<file path="config.mk">
export PLATFORM = sky130hd
export DESIGN_NAME = element_equality_search
export DESIGN_NICKNAME = d
export VERILOG_FILES = /design/src/hdl/eeq_pkg.sv /design/src/hdl/eeq_front.sv /design/src/hdl/eeq_queue.sv /design/src/hdl/eeq_back.sv /design/src/hdl/element_equality_search.sv
export SDC_FILE = /design/constraint.sdc
export NUM_CORES = 1
export LEC_CHECK = 0
export ABC_AREA = 1
export BUFFER_PORTS_ARGS = -buffer_cell sky130_fd_sc_hd__clkbuf_2
export CAP_MARGIN = 20
export CORE_ASPECT_RATIO = 0.75
export CORE_MARGIN = 4
export CORE_UTILIZATION = 55
export DETAILED_ROUTE_END_ITERATION = 16
export PLACE_DENSITY = 0.87
export SYNTH_ARGS = -nofsm -noshare
export SYNTH_HDL_FRONTEND = slang
export SYNTH_SLANG_ARGS = --single-unit
</file>
<file path="constraint.sdc">
create_clock -name clk -period 11.1 [get_ports clk]
set_input_delay 1.11 -clock clk [delete_from_list [all_inputs] [get_ports clk]]
set_output_delay 1.11 -clock clk [all_outputs]
set_load 0.02 [all_outputs]
</file>
<file path="src/hdl/eeq_pkg.sv">
// ----------------------------------------------------------------------------
// eeq_pkg
// Shared types and constants for the element equality search block.
// ----------------------------------------------------------------------------
package eeq_pkg;

  // Largest array length that is indexed; longer arrays raise too_long.
  localparam longint MAX_ELEMENTS = 65536;
  localparam int     CNT_W        = $clog2(MAX_ELEMENTS) + 1;
  localparam int     IDX_W        = 16;
  localparam int     LANES        = 8;
  localparam int     CNT_IN_W     = 4;
  localparam int     LANE_W       = 3;

  // Queue between front and back.
  localparam int     QDEPTH       = 4;
  localparam int     QPTR_W       = $clog2(QDEPTH);

  // Register indexes on the config port.
  localparam logic [1:0] REG_SIZE    = 2'd0;
  localparam logic [1:0] REG_REVERSE = 2'd1;
  localparam logic [1:0] REG_KEY     = 2'd2;

  typedef enum logic [1:0] {
    SZ_BYTE  = 2'd0,
    SZ_HALF  = 2'd1,
    SZ_WORD  = 2'd2,
    SZ_DWORD = 2'd3
  } size_t;

  // Classified item handed from front to back.
  typedef struct packed {
    logic [LANES-1:0]    hit_mask;  // lanes equal to key, already limited to count
    logic [CNT_IN_W-1:0] count;     // valid lanes after saturation
    logic                last;
    logic                reverse;
  } entry_t;

  typedef struct packed {
    logic             too_long;
    logic [IDX_W-1:0] match_index;
    logic             found;
  } result_t;

endpackage

</file>
<file path="src/hdl/eeq_front.sv">
// ----------------------------------------------------------------------------
// eeq_front
// Lane compare of one data word against the key, per element width.
// ----------------------------------------------------------------------------
module eeq_front (
  input  logic [63:0]                   data_word,
  input  logic [eeq_pkg::CNT_IN_W-1:0]  valid_count,
  input  logic                          last_word,
  input  eeq_pkg::size_t                element_size,
  input  logic                          search_reverse,
  input  logic [63:0]                   search_key,
  output eeq_pkg::entry_t               entry
);
  import eeq_pkg::*;

  logic [LANES-1:0]    be1, be2, be4, be8;
  logic [LANES-1:0]    eq;
  logic [CNT_IN_W-1:0] lanes;
  logic [CNT_IN_W-1:0] count_sat;

  // Byte compares against the key byte that sits at the same offset in an element.
  always_comb begin
    for (int i = 0; i < LANES; i++) begin
      be1[i] = data_word[8*i +: 8] == search_key[7:0];
      be2[i] = data_word[8*i +: 8] == search_key[8*(i%2) +: 8];
      be4[i] = data_word[8*i +: 8] == search_key[8*(i%4) +: 8];
      be8[i] = data_word[8*i +: 8] == search_key[8*i +: 8];
    end
  end

  always_comb begin
    eq = '0;
    unique case (element_size)
      SZ_BYTE: begin
        eq    = be1;
        lanes = CNT_IN_W'(8);
      end
      SZ_HALF: begin
        for (int j = 0; j < 4; j++) eq[j] = &be2[2*j +: 2];
        lanes = CNT_IN_W'(4);
      end
      SZ_WORD: begin
        for (int j = 0; j < 2; j++) eq[j] = &be4[4*j +: 4];
        lanes = CNT_IN_W'(2);
      end
      default: begin
        eq[0] = &be8;
        lanes = CNT_IN_W'(1);
      end
    endcase
  end

  always_comb begin
    count_sat = (valid_count > lanes) ? lanes : valid_count;
    for (int i = 0; i < LANES; i++) begin
      entry.hit_mask[i] = eq[i] && (CNT_IN_W'(i) < count_sat);
    end
    entry.count   = count_sat;
    entry.last    = last_word;
    entry.reverse = search_reverse;
  end

endmodule

</file>
<file path="src/hdl/eeq_queue.sv">
// ----------------------------------------------------------------------------
// eeq_queue
// Small FIFO of classified items between front and back.
// ----------------------------------------------------------------------------
module eeq_queue (
  input  logic            clk,
  input  logic            rst,
  input  logic            push,
  input  eeq_pkg::entry_t push_data,
  output logic            full,
  input  logic            pop,
  output eeq_pkg::entry_t pop_data,
  output logic            not_empty
);
  import eeq_pkg::*;

  entry_t            mem [QDEPTH];
  logic [QPTR_W-1:0] wr_ptr;
  logic [QPTR_W-1:0] rd_ptr;
  logic [QPTR_W:0]   fill;

  assign full      = fill == (QPTR_W+1)'(QDEPTH);
  assign not_empty = fill != '0;
  assign pop_data  = mem[rd_ptr];

  always_ff @(posedge clk) begin
    if (push) begin
      mem[wr_ptr] <= push_data;
    end
  end

  always_ff @(posedge clk) begin
    if (rst) begin
      wr_ptr <= '0;
      rd_ptr <= '0;
      fill   <= '0;
    end else begin
      if (push) wr_ptr <= wr_ptr + 1'b1;
      if (pop)  rd_ptr <= rd_ptr + 1'b1;
      if (push && !pop) begin
        fill <= fill + 1'b1;
      end else if (pop && !push) begin
        fill <= fill - 1'b1;
      end
    end
  end

`ifndef SYNTH
  a_fill_range: assert property (@(posedge clk) disable iff (rst)
    fill <= (QPTR_W+1)'(QDEPTH))
    else $error("queue fill above depth");
  a_no_overrun: assert property (@(posedge clk) disable iff (rst)
    full |-> !push || pop)
    else $error("push into full queue");
  a_no_underrun: assert property (@(posedge clk) disable iff (rst)
    pop |-> not_empty)
    else $error("pop from empty queue");
`endif

endmodule

</file>
<file path="src/hdl/eeq_back.sv">
// ----------------------------------------------------------------------------
// eeq_back
// Array state: element count, recorded match, overflow; result register.
// ----------------------------------------------------------------------------
module eeq_back (
  input  logic             clk,
  input  logic             rst,
  input  eeq_pkg::entry_t  entry,
  input  logic             entry_valid,
  output logic             entry_pop,
  output logic             res_valid,
  input  logic             res_ready,
  output eeq_pkg::result_t res
);
  import eeq_pkg::*;

  logic [CNT_W-1:0]    counter;
  logic                hit_seen;
  logic [IDX_W-1:0]    hit_index;
  logic                overflow_seen;

  logic [CNT_W-1:0]    remaining;
  logic                over;
  logic [CNT_IN_W-1:0] avail;
  logic [LANES-1:0]    hits;
  logic                any_hit;
  logic [LANE_W-1:0]   first_lane;
  logic [LANE_W-1:0]   last_lane;
  logic [LANE_W-1:0]   pick;
  logic                take;

  logic [CNT_W-1:0]    counter_next;
  logic                hit_seen_next;
  logic [IDX_W-1:0]    hit_index_next;
  logic                overflow_seen_next;

  always_comb begin
    remaining = CNT_W'(MAX_ELEMENTS) - counter;
    over      = CNT_W'(entry.count) > remaining;
    avail     = over ? remaining[CNT_IN_W-1:0] : entry.count;
    for (int i = 0; i < LANES; i++) begin
      hits[i] = entry.hit_mask[i] && (CNT_IN_W'(i) < avail);
    end
    any_hit    = |hits;
    first_lane = '0;
    for (int i = LANES-1; i >= 0; i--) begin
      if (hits[i]) first_lane = LANE_W'(i);
    end
    last_lane = '0;
    for (int i = 0; i < LANES; i++) begin
      if (hits[i]) last_lane = LANE_W'(i);
    end
    pick = entry.reverse ? last_lane : first_lane;
    take = any_hit && (entry.reverse || !hit_seen);

    counter_next       = counter + CNT_W'(avail);
    hit_seen_next      = hit_seen || any_hit;
    hit_index_next     = take ? IDX_W'(counter + CNT_W'(pick)) : hit_index;
    overflow_seen_next = overflow_seen || over;
  end

  // Only the last word of an array needs room in the result register.
  assign entry_pop = entry_valid && (!entry.last || !res_valid || res_ready);

  always_ff @(posedge clk) begin
    if (rst) begin
      counter       <= '0;
      hit_seen      <= 1'b0;
      hit_index     <= '0;
      overflow_seen <= 1'b0;
      res_valid     <= 1'b0;
    end else begin
      if (res_valid && res_ready) res_valid <= 1'b0;
      if (entry_pop) begin
        if (entry.last) begin
          res_valid     <= 1'b1;
          counter       <= '0;
          hit_seen      <= 1'b0;
          hit_index     <= '0;
          overflow_seen <= 1'b0;
        end else begin
          counter       <= counter_next;
          hit_seen      <= hit_seen_next;
          hit_index     <= hit_index_next;
          overflow_seen <= overflow_seen_next;
        end
      end
    end
  end

  always_ff @(posedge clk) begin
    if (entry_pop && entry.last) begin
      res.found       <= hit_seen_next;
      res.match_index <= hit_seen_next ? hit_index_next : '0;
      res.too_long    <= overflow_seen_next;
    end
  end

`ifndef SYNTH
  a_count_cap: assert property (@(posedge clk) disable iff (rst)
    counter <= CNT_W'(MAX_ELEMENTS))
    else $error("element counter past limit");
  a_hit_in_range: assert property (@(posedge clk) disable iff (rst)
    hit_seen |-> CNT_W'(hit_index) < counter)
    else $error("recorded match beyond elements seen");
  a_overflow_full: assert property (@(posedge clk) disable iff (rst)
    overflow_seen |-> counter == CNT_W'(MAX_ELEMENTS))
    else $error("overflow flagged before counter saturated");
`endif

endmodule

</file>
<file path="src/hdl/element_equality_search.sv">
// ----------------------------------------------------------------------------
// element_equality_search
// Streaming find-first / find-last of an element equal to a key.
// ----------------------------------------------------------------------------
// Takes an array as a stream of 64-bit words of packed little-endian elements
// (1, 2, 4 or 8 bytes, set by element_size) and returns one result item per
// array, on the word flagged by tlast: found, the index of the first match
// (search_reverse = 0) or last match (search_reverse = 1), and too_long when
// more than 65536 elements arrived. One input item is accepted every clock
// while the queue has room; the front compares all lanes of a word
// combinationally and the back folds one word per cycle into the running
// count and match index, but holds a last word while a result is untaken.
// A result passes through the queue, then the result register. A four-entry
// item queue sits between front and back, and the result register lets the
// next array stream in while a result waits; input stalls only when the
// queue fills behind an untaken result. Registers (64-bit APB, 8-byte
// stride): 0x00 element_size, 0x08 search_reverse, 0x10 search_key; write
// them only while no array is in flight.
// ----------------------------------------------------------------------------
module element_equality_search (
  input  logic        clk,
  input  logic        rst,
  // config port
  input  logic        psel,
  input  logic        penable,
  input  logic        pwrite,
  input  logic [4:0]  paddr,
  input  logic [63:0] pwdata,
  output logic [63:0] prdata,
  output logic        pready,
  // input words
  input  logic        s_axis_tvalid,
  output logic        s_axis_tready,
  input  logic [71:0] s_axis_tdata,  // [63:0] data_word, [67:64] valid_count, [71:68] zero
  input  logic        s_axis_tlast,  // last_word
  // results
  output logic        m_axis_tvalid,
  input  logic        m_axis_tready,
  output logic [23:0] m_axis_tdata   // [0] found, [16:1] match_index, [17] too_long, [23:18] zero
);
  import eeq_pkg::*;

  size_t       element_size;
  logic        search_reverse;
  logic [63:0] search_key;

  logic [1:0]  reg_sel;
  logic        cfg_wr;

  entry_t      front_entry;
  entry_t      back_entry;
  logic        q_full;
  logic        q_not_empty;
  logic        q_pop;
  logic        push;
  result_t     res;

  // Config registers; register index from the 8-byte slot.
  assign pready  = 1'b1;
  assign reg_sel = paddr[4:3];
  assign cfg_wr  = psel && penable && pwrite && pready;

  always_ff @(posedge clk) begin
    if (rst) begin
      element_size   <= SZ_BYTE;
      search_reverse <= 1'b0;
      search_key     <= '0;
    end else if (cfg_wr) begin
      unique case (reg_sel)
        REG_SIZE:    element_size   <= size_t'(pwdata[1:0]);
        REG_REVERSE: search_reverse <= pwdata[0];
        REG_KEY:     search_key     <= pwdata;
        default:     ;
      endcase
    end
  end

  always_comb begin
    unique case (reg_sel)
      REG_SIZE:    prdata = {62'd0, element_size};
      REG_REVERSE: prdata = {63'd0, search_reverse};
      REG_KEY:     prdata = search_key;
      default:     prdata = '0;
    endcase
  end

  // Front: lane compares; items go straight into the queue.
  eeq_front u_front (
    .data_word      (s_axis_tdata[63:0]),
    .valid_count    (s_axis_tdata[67:64]),
    .last_word      (s_axis_tlast),
    .element_size   (element_size),
    .search_reverse (search_reverse),
    .search_key     (search_key),
    .entry          (front_entry)
  );

  assign s_axis_tready = !q_full;
  assign push          = s_axis_tvalid && s_axis_tready;

  eeq_queue u_queue (
    .clk       (clk),
    .rst       (rst),
    .push      (push),
    .push_data (front_entry),
    .full      (q_full),
    .pop       (q_pop),
    .pop_data  (back_entry),
    .not_empty (q_not_empty)
  );

  // Back: running count, match pick, result register.
  eeq_back u_back (
    .clk         (clk),
    .rst         (rst),
    .entry       (back_entry),
    .entry_valid (q_not_empty),
    .entry_pop   (q_pop),
    .res_valid   (m_axis_tvalid),
    .res_ready   (m_axis_tready),
    .res         (res)
  );

  assign m_axis_tdata = {6'd0, res.too_long, res.match_index, res.found};

endmodule

</file>
==> flow_summary.ini, run 1 <==
[logic_synthesis]
synth_commonest_cells = nand2_1, inv_1, nor2_1, a21oi_1, o21ai_0
synthMuxAreaShare = 0
synth.distinct_cells = 55
synth_area_um2 = 11300
synth_area_leaders = dfxtp_1, edfxtp_1, nand2_1
yosysSeqAreaShare = 0.394
synth_top_cell_area_share = 0.198
async_reset_ff_frac = 0
synthCells = 1490
synthSimpleGateAreaFrac = 0.242
synth_compound_area_frac = 0.172
synth-edff-count = 74
synthAdderAreaFrac = 0.0285
synth_top_area_cell = dfxtp_1
synthFlopType = dfxtp_1
synth_top_family_by_area = simple AND/OR/NAND/NOR gates
synth.most_common_cell = nand2_1
synth_xor_area_frac = 0.0688
syn_area_per_cell_um2 = 7.61
yosysWarnings = 0
ys_ff_latch = 186

[floorplan]
core_um2 = 20300
die_y_um = 132
rows = 45
initial_core_util = 0.559
io_pins = 240
die_area_um2 = 23000
die_w_um = 174

[route]
detail-route-antenna-nets = 0
drt-met1-wl_um = 14700
drcViolationCount = 0
drtIter0Drc = 1409
wl_um = 36400
vias = 11500
routed.top_layer = met4
drt_first_pass_iters = 5
wl_per_cell_um = 18.7
avgViaCountPerCell = 5.89
wl_met3_um = 4610
wl_met2_um = 15800

[timing]
fin_crit_sh = 0.592
grt_setup_unrepaired = no
period_needed_ns = 6.57
hold_viol_final = 0
tns_ns = 0
max_freq_mhz = 152
final-setup-viol-count = 0
slew_viol_final = 0
fin_worst_skew_ns = 0.00841
max-slew-margin-rel = 0.293
worst_pin_slew_ns = 1.06

[setup_path]
worstSetupEndpointType = flip-flop
cp_max_fo = 29
cpMostUsedCell = nand2_1
max_stage_delay_ns = 0.70
cp.required_ns = 11.47
arrival_ns = 6.95
path_class = flip-flop to flip-flop
cp-start-kind = flip-flop
critPathSlowestCell = clkinv_1

[pwr]
total_leakage_power_nw = 5.78
clkPwrFrac = 0.219
intPower_mw = 1.56
p_switching_mw = 1.23
powerDensity_nw_per_um2 = 213
vdd_ir_drop_max_mv = 0.142
power_frac_comb = 0.465
switching_share = 0.440
seq_power_share = 0.315
power_mw = 2.79

[clock_network]
clockRootBuffer = clkbuf_16
post_cts_buffers = 0
cts_buffers = 17
cts_max_path_buffers = 2
cts.repair.resized = 0
h-tree-depth = 4
cts_tree = built
path_clk_slew_ns = 0.07
insertion_delay_ns = 0.45
hold_buffers = 0
cts_sinks = 186

[finish]
design_area_um2 = 13100
area_growth_pct = 15.8
final_net_count = 1852
antenna_cells = 0
final_core_util = 0.648
drive_above_1_share = 0.207
final_cells = 1950

[grt]
grt_antenna_before_repair = 0
grt_pass1_vias = 10700
grt_max_degree = 123
grt_pass1_wl_um = 56400
grtUsageTotal = 0.306
grt-ovfl-total = 0

[hold_path]
hold_class = flip-flop to flip-flop

[placement]
dpl_cell_area_um2 = 12500
port_buffers = 225
post-place-cells = 1916
dp_hpwl_um = 27400
gp_congestion = 1.03

[outcome]
status = finished clean

[flow_run]
drv_cap = 0
## registers in the layout, summed over array words and instances, names as in the netlist, named ones only
register,cells
u_back.counter,17
u_back.overflow_seen,1
u_back.res_valid,1
search_reverse,1
u_queue.wr_ptr,2
u_queue.rd_ptr,2
u_back.hit_seen,1
element_size,2
u_queue.mem,56
u_back.res,18
search_key,64
u_back.hit_index,16
u_queue.fill,3
## layout make-up
| class | count | area, um2 |
|---|---|---|
| repair buffers | 236 | 1230 |
| clock inverters | 13 | 121 |
| fillers | 1648 | 7140 |
| multi-input cells | 1051 | 5820 |
| inverters | 187 | 704 |
| well taps | 258 | 323 |
| clock buffers | 19 | 464 |
| flip-flops and latches | 186 | 4460 |
## kinds of logic after synthesis
logic type | Yosys count
flops | 186
buf+inv | 258
simple gates | 593
other cells | 2
compound gates | 338
fa+ha+maj | 24
xor+xnor | 89
## metal layers
layer  global-route usage  vias up
met4                0.110        0
met3               0.0872      112
met1                0.430     5309
met5                    0        -
li1                     -     5343
met2                0.453      719
## critical path, delay by kind of cell, from the launching register on
kind / cells / cell delay [ns]
simple gates: 26 / 3.06
flops: 1 / 0.32
buf+inv: 5 / 1.25
xor+xnor: 1 / 0.20
compound gates: 5 / 0.74
fa+ha+maj: 3 / 0.92
## per-stage QoR
stage / setup WS (ns) / hold WS, ns
floorplan: 6.55 / 0.436
global placement: 4.94 / 0.450
finish: 4.53 / 0.469
detailed placement: 4.69 / 0.457
global route: 3.82 / 0.493
CTS: 4.58 / 0.468
## power by group through the flow
| stage | registers, mW | clock network, mW | logic (mW) |
|---|---|---|---|
| floorplan | 0.917 | 0 | 0.934 |
| global placement | 0.888 | 0 | 1.22 |
| detailed placement | 0.893 | 0 | 1.27 |
| CTS | 0.878 | 0.610 | 1.28 |
| global route | 0.888 | 0.641 | 1.45 |
| finish | 0.880 | 0.611 | 1.30 |
## worst paths after layout
path	startpoint	to	slack (ns)	depth (start not counted)
worst min register to register	u_back.hit_index[8]	u_back.hit_index[8]	0.47	2
worst min-delay path	u_back.hit_index[8]	u_back.hit_index[8]	0.47	2
worst max register to register	flip-flop	u_back.hit_index[14]	4.53	40
worst max-delay path	flip-flop	u_back.hit_index[14]	4.53	40
## placed cells by master (no fill, tap or decap), drive strengths merged, types with 4 or more instances in the layout
| master | instances |
|---|---|
| dfxtp | 112 |
| a2111oi | 9 |
| a31oi | 6 |
| xor2 | 63 |
| a32oi | 4 |
| nor4 | 19 |
| ha | 21 |
| nand4 | 13 |
| clkbuf | 244 |
| o21ai | 116 |
| inv | 190 |
| nand3 | 58 |
| conb | 7 |
| nand3b | 7 |
| buf | 10 |
| o22ai | 36 |
| edfxtp | 74 |
| or2 | 14 |
| a211oi | 5 |
| nand2 | 289 |
| clkinv | 10 |
| nor3 | 11 |
| xnor2 | 26 |
| o2111ai | 10 |
| nor2 | 178 |
| a221oi | 10 |
| a21oi | 128 |
(Power assumes the default switching activity.)
==> run 2, diff against run 1 <==
==> constraint.sdc (replaced) <==
create_clock -name clk -period 6.7 [get_ports clk]
set_input_delay 0.67 -clock clk [delete_from_list [all_inputs] [get_ports clk]]
set_output_delay 0.67 -clock clk [all_outputs]
set_load 0.02 [all_outputs]
==> flow_summary.ini, run 2 (synthesis results as in run 1) <==
[outcome]
status = finished clean

[clock_network]
cts.repair.resized = 0
h-tree-depth = 4
cts_sinks = 186
path_clk_slew_ns = 0.07
cts_buffers = 17
post_cts_buffers = 0
cts_max_path_buffers = 2
clockRootBuffer = clkbuf_16
insertion_delay_ns = 0.45
cts_tree = built
hold_buffers = 0

[floorplan]
core_um2 = 20300
initial_core_util = 0.559
die_y_um = 132
io_pins = 240
die_w_um = 174
rows = 45
die_area_um2 = 23000

[hold_path]
hold_path_startpoint = u_back.hit_index[3]
hold_class = flip-flop to flip-flop
hold_depth = 2
hold_end = u_back.hit_index[3]

[setup_path]
r2r_slack_ns = 1.0
cp.required_ns = 7.07
path_class = flip-flop to flip-flop
max_stage_delay_ns = 0.48
cp_max_fo = 20
path_buf_inv = 3
worstSetupEndpointType = flip-flop
critPathSlowestCell = inv_1
r2r_end = u_back.hit_index[13]
cp_top_family = simple AND/OR/NAND/NOR gates
r2r_cells = 36
cp-start-kind = flip-flop
cpMostUsedCell = nand2_1
arrival_ns = 6.07

[placement]
gp_congestion = 1.01
pre_cts_slack_ns = 1.10
post-place-cells = 1919
dp_hpwl_um = 27600
port_buffers = 225

[timing]
slew_viol_final = 0
tns_ns = 0
grt_setup_unrepaired = no
max-slew-margin-rel = 0.463
hold_viol_final = 0
setup_slack_ns = 0.999
fin_worst_skew_ns = 0.0153
fin_crit_sh = 0.851
worst_pin_slew_ns = 0.804
period_needed_ns = 5.70
hold_ws_ns = 0.469
max_freq_mhz = 175
final-setup-viol-count = 0

[finish]
final_common_cell = nand2_1
layout_common_cells = nand2_1, clkbuf_2, inv_1
largest_registers = search_key (64), u_queue.mem (56), u_back.res (18)
regMostFlops = search_key
drive_above_1_share = 0.208
final_cells = 1952
area_growth_pct = 15.9
largest_reg_flops = 64
antenna_cells = 0
final_net_count = 1854

[flow_run]
drv_cap = 0

[pwr]
clkPwrFrac = 0.218
switching_share = 0.443
intPower_mw = 2.58
p_switching_mw = 2.05
powerDensity_nw_per_um2 = 353
power_frac_comb = 0.469
vdd_ir_drop_max_mv = 0.226
power_mw = 4.63
total_leakage_power_nw = 5.77
seq_power_share = 0.314

[route]
avgViaCountPerCell = 5.91
wl_per_cell_um = 18.7
vias = 11500
wl_um = 36400
drtIter0Drc = 1497
detail-route-antenna-nets = 0
drcViolationCount = 0
drt_first_pass_iters = 7

[grt]
grt_antenna_before_repair = 0
grtUsageTotal = 0.305
grt_pass1_wl_um = 56000
grt_max_degree = 76
grt-ovfl-total = 0
grt_pass1_vias = 10700
## run 2: per-layer routing
layer / routed length, um / track usage / part of all wire / vias to the layer above
met5: 0 / 0 / 0 / -
met4: 1020 / 0.0901 / 0.028 / 0
met3: 4660 / 0.0909 / 0.13 / 113
met2: 16000 / 0.458 / 0.44 / 763
met1: 14800 / 0.427 / 0.41 / 5312
li1: - / - / - / 5354
## run 2: area by class of cell
cell class,instances,area (um2)
tap,258,323
multi-input combinational,1051,5820
clock inverter,14,143
inverter,187,704
sequential,186,4460
clock buffer,18,439
timing repair buffer,238,1240
fill,1689,7140
## run 2: worst max-delay path by stage
| stage | slack, ns | depth (start not counted) | start | endpoint |
|---|---|---|---|---|
| 2_1_floorplan | 2.15 | 34 | flip-flop | u_back.res[11] |
| 4_1_cts | 1.03 | 37 | flip-flop | u_back.hit_index[14] |
| 3_5_place_dp | 1.10 | 37 | flip-flop | u_back.hit_index[14] |
| 3_3_place_gp | 1.33 | 36 | flip-flop | u_back.hit_index[13] |
| 6_report | 1.0 | 36 | flip-flop | u_back.hit_index[13] |
| 5_1_grt | 0.37 | 39 | flip-flop | u_back.hit_index[13] |
## run 2: power groups by stage
stage / Clock (mW) / Sequential [mW] / Combinational, mW
6_report: 1.01 / 1.45 / 2.17
5_1_grt: 1.06 / 1.47 / 2.41
4_1_cts: 1.01 / 1.45 / 2.14
3_5_place_dp: 0 / 1.47 / 2.11
3_3_place_gp: 0 / 1.47 / 2.03
2_1_floorplan: 0 / 1.52 / 1.55
## run 2: metrics by stage
step | instance area [um2] | util
floorplan | 11400 | -
global placement | 12500 | 0.618
detailed placement | 12500 | 0.618
CTS | 13100 | 0.647
global route | 13100 | 0.648
finish | 13100 | 0.648
## run 2: tightest hold or removal path, delay by kind of cell, from the launching register on
family	cells	cell delay [ns]
AOI/OAI and AO/OA	1	0.06
DFF	1	0.31
and+or+nand+nor	1	0.06
==> run 3, diff against run 2 <==
--- a/config.mk
+++ b/config.mk
@@ -5,14 +5,13 @@
 export SDC_FILE = /design/constraint.sdc
 export NUM_CORES = 1
 export LEC_CHECK = 0
-export ABC_AREA = 1
 export BUFFER_PORTS_ARGS = -buffer_cell sky130_fd_sc_hd__clkbuf_2
 export CAP_MARGIN = 20
 export CORE_ASPECT_RATIO = 0.75
 export CORE_MARGIN = 4
 export CORE_UTILIZATION = 55
 export DETAILED_ROUTE_END_ITERATION = 16
-export PLACE_DENSITY = 0.87
+export PLACE_DENSITY = 0.88
 export SYNTH_ARGS = -nofsm -noshare
 export SYNTH_HDL_FRONTEND = slang
 export SYNTH_SLANG_ARGS = --single-unit
==> flow_summary.ini, run 3 <==
[timing]
fin_crit_sh = 0.943
fin_worst_skew_ns = 0.0119
max_freq_mhz = 158
grt_setup_unrepaired = no
worst_pin_slew_ns = 1.10
slew_viol_final = 0
hold_ws_ns = 0.443
max-slew-margin-rel = 0.251
final-setup-viol-count = 0
setup_slack_ns = 0.380
hold_viol_final = 0
period_needed_ns = 6.32
tns_ns = 0

[finish]
final_net_count = 1534
largest_registers = search_key (64), u_queue.mem (56), u_back.res (18)
drive_above_1_share = 0.227
layout_common_cells = clkbuf_2, nand2_1, xnor2_1
design_area_um2 = 12800
fillers = 1443
antenna_cells = 0
final_common_cell = clkbuf_2
area_growth_pct = 15.6
regMostFlops = search_key
largest_reg_flops = 64

[outcome]
status = finished clean

[clock_network]
insertion_delay_ns = 0.44
cts_buffers = 17
cts_max_path_buffers = 2
h-tree-depth = 4
path_clk_slew_ns = 0.07
cts_sinks = 186
clockRootBuffer = clkbuf_16
cts_tree = built

[logic_synthesis]
yosysSeqAreaShare = 0.404
synthFlopType = dfxtp_1
synthCells = 1196
synth_area_leaders = dfxtp_1, edfxtp_1, xnor2_1
synth-edff-count = 74
async_reset_ff_frac = 0
synth_top_area_cell = dfxtp_1
synth.distinct_cells = 71
synth.most_common_cell = nand2_1
yosysWarnings = 0
ys_ff_latch = 186
synth_area_um2 = 11000
synth_top_cell_area_share = 0.203
synth_commonest_cells = nand2_1, xnor2_1, dfxtp_1, a21oi_1, edfxtp_1
syn_area_per_cell_um2 = 9.23

[route]
wl_um = 34200
drtIter0Drc = 1076
vias = 9967
drt-met1-wl_um = 13200
wl_met2_um = 15500
detail-route-antenna-nets = 0
drt_first_pass_iters = 5
routed.top_layer = met4
avgViaCountPerCell = 6.13
wl_per_cell_um = 21.0
wl_met3_um = 3990
drcViolationCount = 0

[pwr]
power_mw = 4.10
powerDensity_nw_per_um2 = 321
total_leakage_power_nw = 4.98
vdd_ir_drop_max_mv = 0.211

[floorplan]
die_area_um2 = 22400
core_um2 = 19500
die_w_um = 172
io_pins = 240
rows = 44
die_y_um = 131
initial_core_util = 0.565

[setup_path]
cp.required_ns = 6.89
cp-start-kind = flip-flop
arrival_ns = 6.51
path_class = flip-flop to flip-flop
cp_max_fo = 16
max_stage_delay_ns = 0.52
worstSetupEndpointType = flip-flop
critPathSlowestCell = or4_4

[grt]
grt_antenna_before_repair = 0
grt_pass1_wl_um = 52500
grt_pass1_vias = 9769
grtUsageTotal = 0.303
grt-ovfl-total = 0
grt_max_degree = 87

[flow_run]
drv_cap = 0

[hold_path]
hold_class = input pin to flip-flop

[placement]
port_buffers = 225
gp_congestion = 0.950
dpl_cell_area_um2 = 12100
dp_hpwl_um = 24500
pre_cts_slack_ns = 0.406
run 3: where the power goes:
part	total (mW)	switching, mW	internal (mW)
clock	1.01	0.471	0.542
combinational	1.65	1.03	0.628
sequential	1.43	0.0990	1.33
run 3: critical path: cells and delay by family (launching register included):
kind | cells | cell delay (ns)
simple gates | 9 | 1.90
fa+ha+maj | 4 | 1.17
compound gates | 6 | 0.93
buf+inv | 4 | 0.62
xor+xnor | 2 | 0.54
flops | 1 | 0.51
mux | 1 | 0.39
run 3: worst paths after layout:
| kind | startpoint | endpoint | slack (ns) | cells after the start |
|---|---|---|---|---|
| min reg2reg | u_back.hit_index[5] | u_back.hit_index[5] | 0.46 | 1 |
| max | u_back.counter[0] | u_back.res[15] | 0.38 | 26 |
| max reg2reg | u_back.counter[0] | u_back.res[15] | 0.38 | 26 |
| min | pwdata[39] | search_key[39] | 0.44 | 3 |
run 3: cells by family (layout without fill, tap and decap cells):
kind of cell    count (synthesis)  in the layout  share of synthesized area
compound gates                195            195                      0.113
flops                         186            186                      0.404
other cells                     2              7                   0.000680
buf+inv                       125            298                     0.0502
mux                            38             38                     0.0487
simple gates                  433            433                      0.201
fa+ha+maj                      24             24                     0.0292
xor+xnor                      193            193                      0.153
run 3: timing repair:
item                       CTS  global route
gates resized for setup      0             2
setup endpoints to repair    0             1
buffers inserted             0             1
hold buffers                 0             0
run 3: cell type report:
type                            count  area, um2  share of cell area
Clock buffer                       21        493              0.0386
Tap cell                          253        317              0.0248
Inverter                           30        113             0.00882
Timing Repair Buffer              236       1230              0.0962
Sequential cell                   186       4470               0.350
Clock inverter                     11       96.3             0.00755
Multi-Input combinational cell    890       6050               0.474
run 3: routing by layer:
metal | vias up | global-route usage
li1 | 4445 | -
met1 | 4709 | 0.400
met2 | 673 | 0.468
met3 | 140 | 0.0857
met4 | 0 | 0.140
met5 | - | 0
run 3: stage by stage:
stage                     cells  utilization
final                      1627        0.653
after global routing       1627        0.653
after CTS                  1625        0.651
after detailed placement   1593        0.621
after global placement     1593        0.621
after floorplan            1201            -
